File: config.mk
export PLATFORM = sky130hd
export DESIGN_NAME = ftrc_match
export DESIGN_NICKNAME = d
export VERILOG_FILES = /design/src/design/ftrc_pkg.sv /design/src/design/ftrc_match.sv
export SDC_FILE = /design/constraint.sdc
export NUM_CORES = 1
export LEC_CHECK = 0
export BUFFER_PORTS_ARGS = -buffer_cell sky130_fd_sc_hd__buf_2
export CAP_MARGIN = 20
export CORE_AREA = 2 2 89 91
export DETAILED_ROUTE_END_ITERATION = 7
export DIE_AREA = 0 0 91 93
export PLACE_DENSITY = 0.55
export SETUP_SLACK_MARGIN = 0.1
export SLEW_MARGIN = 20
export SYNTH_ARGS = -nofsm -noshare
export SYNTH_HDL_FRONTEND = slang
export SYNTH_SLANG_ARGS = --single-unit
File: constraint.sdc
create_clock -name vclk -period 2.92
set_clock_uncertainty 0.05 [all_clocks]
set_input_delay 0.584 -clock vclk [all_inputs]
set_output_delay 0.584 -clock vclk [all_outputs]
set_load 0.02 [all_outputs]
File: src/design/ftrc_pkg.sv
// Shared types and constants for the five-tuple rule classifier.
package ftrc_pkg;

    localparam int DEFAULT_RULE_SLOTS = 64;

    // Item operation codes
    localparam logic OP_ADD      = 1'b0;
    localparam logic OP_CLASSIFY = 1'b1;

    // Rule actions
    localparam logic ACT_ALLOW = 1'b0;
    localparam logic ACT_DENY  = 1'b1;

    // Result status codes
    localparam logic STATUS_OK   = 1'b0;
    localparam logic STATUS_FULL = 1'b1;

    // Protocol classes
    localparam logic [1:0] CLASS_TCP  = 2'd0;
    localparam logic [1:0] CLASS_UDP  = 2'd1;
    localparam logic [1:0] CLASS_ICMP = 2'd2;
    localparam logic [1:0] CLASS_IP   = 2'd3;

    // IP header protocol numbers
    localparam logic [7:0] PROTO_NUM_UDP  = 8'd17;
    localparam logic [7:0] PROTO_NUM_TCP  = 8'd6;
    localparam logic [7:0] PROTO_NUM_ICMP = 8'd1;

    typedef struct packed {
        logic [31:0] src_addr;
        logic [31:0] dst_addr;
        logic [15:0] sport;
        logic [15:0] dport;
        logic [1:0]  proto;
        logic        action;
        logic [31:0] id;
    } rule_t;

    typedef struct packed {
        logic [1:0]  proto;
        logic [31:0] src_addr;
        logic [31:0] dst_addr;
        logic [15:0] sport;
        logic [15:0] dport;
    } key_t;

    typedef enum logic [1:0] {
        ST_IDLE,
        ST_SCAN,
        ST_DONE
    } state_t;

endpackage

File: src/design/ftrc_match.sv
// Compare unit: checks one stored rule against the packet key.
module ftrc_match
    import ftrc_pkg::*;
(
    input  rule_t rule,
    input  key_t  key,
    output logic  hit
);

    logic class_ok;
    logic src_ok;
    logic dst_ok;
    logic sport_ok;
    logic dport_ok;

    // zero in a rule field is a wildcard; ip-class rules never match
    always_comb begin
        class_ok = (rule.proto == key.proto) && (rule.proto != CLASS_IP);
        src_ok   = (rule.src_addr == 32'd0) || (rule.src_addr == key.src_addr);
        dst_ok   = (rule.dst_addr == 32'd0) || (rule.dst_addr == key.dst_addr);
        sport_ok = (rule.sport == 16'd0) || (rule.sport == key.sport);
        dport_ok = (rule.dport == 16'd0) || (rule.dport == key.dport);
        hit      = class_ok && src_ok && dst_ok && sport_ok && dport_ok;
    end

endmodule

# ---- Word-level counts from Yosys, hierarchy flattened
# Index checks and enable logic that the tools add are counted.
dict set report totals {
  elab_cells 19
  ff_bits 0
  in_bits 229
  out_inout_bits 1
}
dict set report op_classes {
  reduce_logical 13
  n_eq_ne 6
}
# op n
set ops {}
lappend ops {{$eq 32x32->1} 2}
lappend ops {{$logic_not 32->1} 2}
lappend ops {{$eq 16x16->1} 2}
lappend ops {{$logic_not 16->1} 2}
lappend ops {{$logic_and 1x1->1} 5}
lappend ops {{$logic_or 1x1->1} 4}
lappend ops {{$eq 2x2->1} 1}
lappend ops {{$ne 2x2->1 const B} 1}

# ---- Longest topological paths before layout
dict set report depth {
  ltp_word 6
  mapped_depth 5
  depth_no_buf 5
}

# ---- Least setup slack after synthesis
# OpenSTA, ideal clock, no wires.
dict set report synth_timing {
  path_kind {in2out}
  from {input port rule[44] (netlist bit)}
  to {output port hit}
  cell_stages 5
  path_slack_ps 646
  arrival_time_ps 1640
  required_time_ps 2286
  n_path_buf 0
  cell_sequence {xor2_1 nor4_1 nand4_1 a221oi_1 and3_1}
}
dict set report synth_between {
  elab_chain_cells 3
  elab_cells_between_ends 4
  cone_classes {eq/ne: 1; reduce/logical: 3}
}
# item line_no
set synth_lines {}
lappend synth_lines {{from (decl)} ftrc_match.sv:5} ;# input rule_t rule,
lappend synth_lines {{$eq 16x16->1 or $logic_not 16->1 (tied branches)} ftrc_match.sv:22} ;# dport_ok = (rule.dport == 16'd0) || (rule.dport == key.dport);
lappend synth_lines {{$logic_or 1x1->1 *} ftrc_match.sv:22}
lappend synth_lines {{$logic_and 1x1->1 *} ftrc_match.sv:23} ;# hit = class_ok && src_ok && dst_ok && sport_ok && dport_ok;
lappend synth_lines {{to (decl)} ftrc_match.sv:7} ;# output logic hit
# Every way passes the cells marked *; elsewhere a longest branch is shown, timed or not.

# ---- Final worst setup path
dict set report layout_timing {
  from {input port rule[111] (netlist bit)}
  to {output port hit}
}
dict set report layout_between {
  elab_chain_cells 6
  elab_cells_between_ends 7
  cone_classes {eq/ne: 1; reduce/logical: 6}
}
# item line_no
set layout_lines {}
lappend layout_lines {{$eq 32x32->1 or $logic_not 32->1 (tied branches)} ftrc_match.sv:19} ;# src_ok = (rule.src_addr == 32'd0) || (rule.src_addr == key.src_addr);
lappend layout_lines {{$logic_or 1x1->1 *} ftrc_match.sv:19}
lappend layout_lines {{$logic_and 1x1->1 * (4 in series)} ftrc_match.sv:23}
# Marks and branches as above.

==> summary.md <==
| Metric | Value |
|---|---|
| Status | complete, no violations |
| GPL Wtd Cong | about 0.77 |
| Clk_buf instances | 0 |
| Post-DP HPWL | 5697 um |
| Hold_ws | 1.759 ns |
| Wire per inst | roughly 13 um |
| Via count | 2,033 |
| Crit path top cell by count | buf_2 |
| CP max stage delay | approximately 0.43 ns |
| Post_cts resized | 0 |
| Pre-antenna DRT Iters | 4 |
| Die W | slightly above 90 um |
| Syn. warnings | 0 |
| Final WS setup | between 0.2 and 0.3 ns |
| Slew HR | between 70% and 80% |
| Fin nets | 592 |
| Startpoint Class | input pin |
| Commonest non-fill, non-tap cell in the layout | buf_2 |
| Core Area | about 0.0075 mm2 |
| All-layer global routing usage | between 10% and 20% |
| DR DRC count | 0 |
| Crit path max-delay family | simple AND/OR/NAND/NOR gates |
| Most frequent cells in the layout | buf_2, xor2_1, nor4_1 |
| # rows | 32 |
| Tmin final | about 2.7 ns |
| Worst Setup End Kind | output pin |
| CP required | 2.29 ns |
| Crit path buf inv count | 2 |
| Setup TNS | 0 ns |
| RSZ-0062 raised after global routing | no |
| Final Cell Area | 0.002387 mm2 |
| Total die area | 0.008463 mm2 |
| Number of global-route vias before repair | between 2,000 and 2,500 |
| Die height | around 93 um |
| Synth Cell Area | approximately 0.0013 mm2 |
| Starting density of the core | approximately 17% |
| Setup repair bufs after CTS | 0 |
| Final setup vio count | 0 |
| Max-Cap Viols | 0 |
| Multi-input logic area | 0.001274 mm2 |
| FILL cells | 848 |
| Iter 0 DRT Violations | 29 |
| Number of unique standard cell types used by synthesis | 10 |
| Post-DP Area | between 0.002 and 0.0025 mm2 |
| Largest net degree at the start of global routing | 3 |
| Worst-path fanout max | 2 |
| Hold Vio Cnt, Final | 0 |
| Post-Synthesis Net Count | about 390 |
| LEAKAGE | around 1.2 nW |
| Layout area overhead | 87.43% |
| Average size of a mapped cell | slightly below 8 um2 |
| WS Path Type | in2out |
| Post-synthesis sequential area ratio | 0% |
| ANT nets after route | 0 |
| Pwr Density | around 120 mW/mm2 |
| Fin. max-slew vios | 0 |
| Final period util | between 90% and 100% |
| Max Fclk | about 0.38 GHz |
| Pre-CTS setup slack | between 0.2 and 0.25 ns |
| Final wirelength | ~6000 um |
| CP Data Arrival Time | 2.03 ns |
| Post-synthesis cell count | between 150 and 200 |
| IO buf count | about 200 |
| Hold buffer count at CTS | 0 |
| Worst-margin pin slew | between 0.4 and 0.5 ns |
| CP Cell Sequence | buf_2, xor2_1, nor4_1, nand4_1, o22ai_1, and3_1, buf_2 |
| Seq_cells | 0 |
| Gr ovfl total | 0 |
| Min-Delay Path Class | in2out |
| Via/cell ratio | roughly 4.4 |
| Initial antenna violation count | 0 |
| Ant diodes | 0 |
| Io pins | between 200 and 250 |
| Worst vdd ir | ~0.000045 V |
| Share of cells above drive strength 1 | between 50% and 60% |
| First-pass GRT wire length | just under 9000 um |
| FF+latch area | 0 um2 |
| Crit-path slowest cell | nor4_1 |
==> layout make-up <==
class / count / area share (%)
repair buffers: 197 / 41.30
well taps: 102 / 5.346
multi-input cells: 164 / 53.35
==> where the power goes <==
group | internal (mW) | switching (mW)
Combinational | 0.159 | 0.134
Sequential | 0 | 0
Clock | 0 | 0
==> final timing paths <==
check / slack [ns] / to / startpoint / depth (start not counted)
setup / recovery: 0.26 / hit / rule[111] / 7
hold / removal: 1.76 / hit / rule[82] / 6
==> per-stage QoR <==
stage / power [mW] / cells / util [%]
floorplan: 0.1024 / 164 / -
global placement: 0.2897 / 463 / 31.72
detailed placement: 0.2935 / 463 / 31.72
CTS: 0.2948 / 463 / 31.72
global route: 0.3226 / 463 / 31.72
finish: 0.2934 / 463 / 31.72
==> cell families (layout without fill, tap and decap cells) <==
| group | Yosys count | after routing | share of synthesized area (%) |
|---|---|---|---|
| AOI/OAI and AO/OA | 4 | 4 | 2.161 |
| xor gates and xnor gates | 97 | 97 | 66.70 |
| buffers and inverters | 0 | 197 | 0 |
| and+or+nand+nor | 63 | 63 | 31.14 |
==> worst min-delay path: stages <==
cell and delay (ns):
buf_2 0.10, nor4_1 0.04, nand4_1 0.06, o22ai_1 0.10, and3_1 0.17, buf_2 0.16
==> metal layers <==
| layer | GRT usage (%) | up-vias | routed length (um) |
|---|---|---|---|
| met2 | 25.80 | 121 | 3198 |
| met5 | 0 | - | 0 |
| met4 | 1.641 | 0 | 52 |
| met3 | 1.048 | 4 | 478 |
| met1 | 14.04 | 886 | 2248 |
| li1 | - | 1022 | - |
==> synthesized netlist by cell type, drive strengths merged <==
cell | n | area [um2]
a221oi | 1 | 8.760
a31oi | 1 | 6.260
and3 | 1 | 6.260
nand4 | 12 | 75.07
nor2 | 1 | 3.750
nor3 | 1 | 5.000
nor4 | 48 | 306.5
o22ai | 2 | 12.51
xor2 | 97 | 849.6
Note: power is estimated with default switching activity, not from simulation.
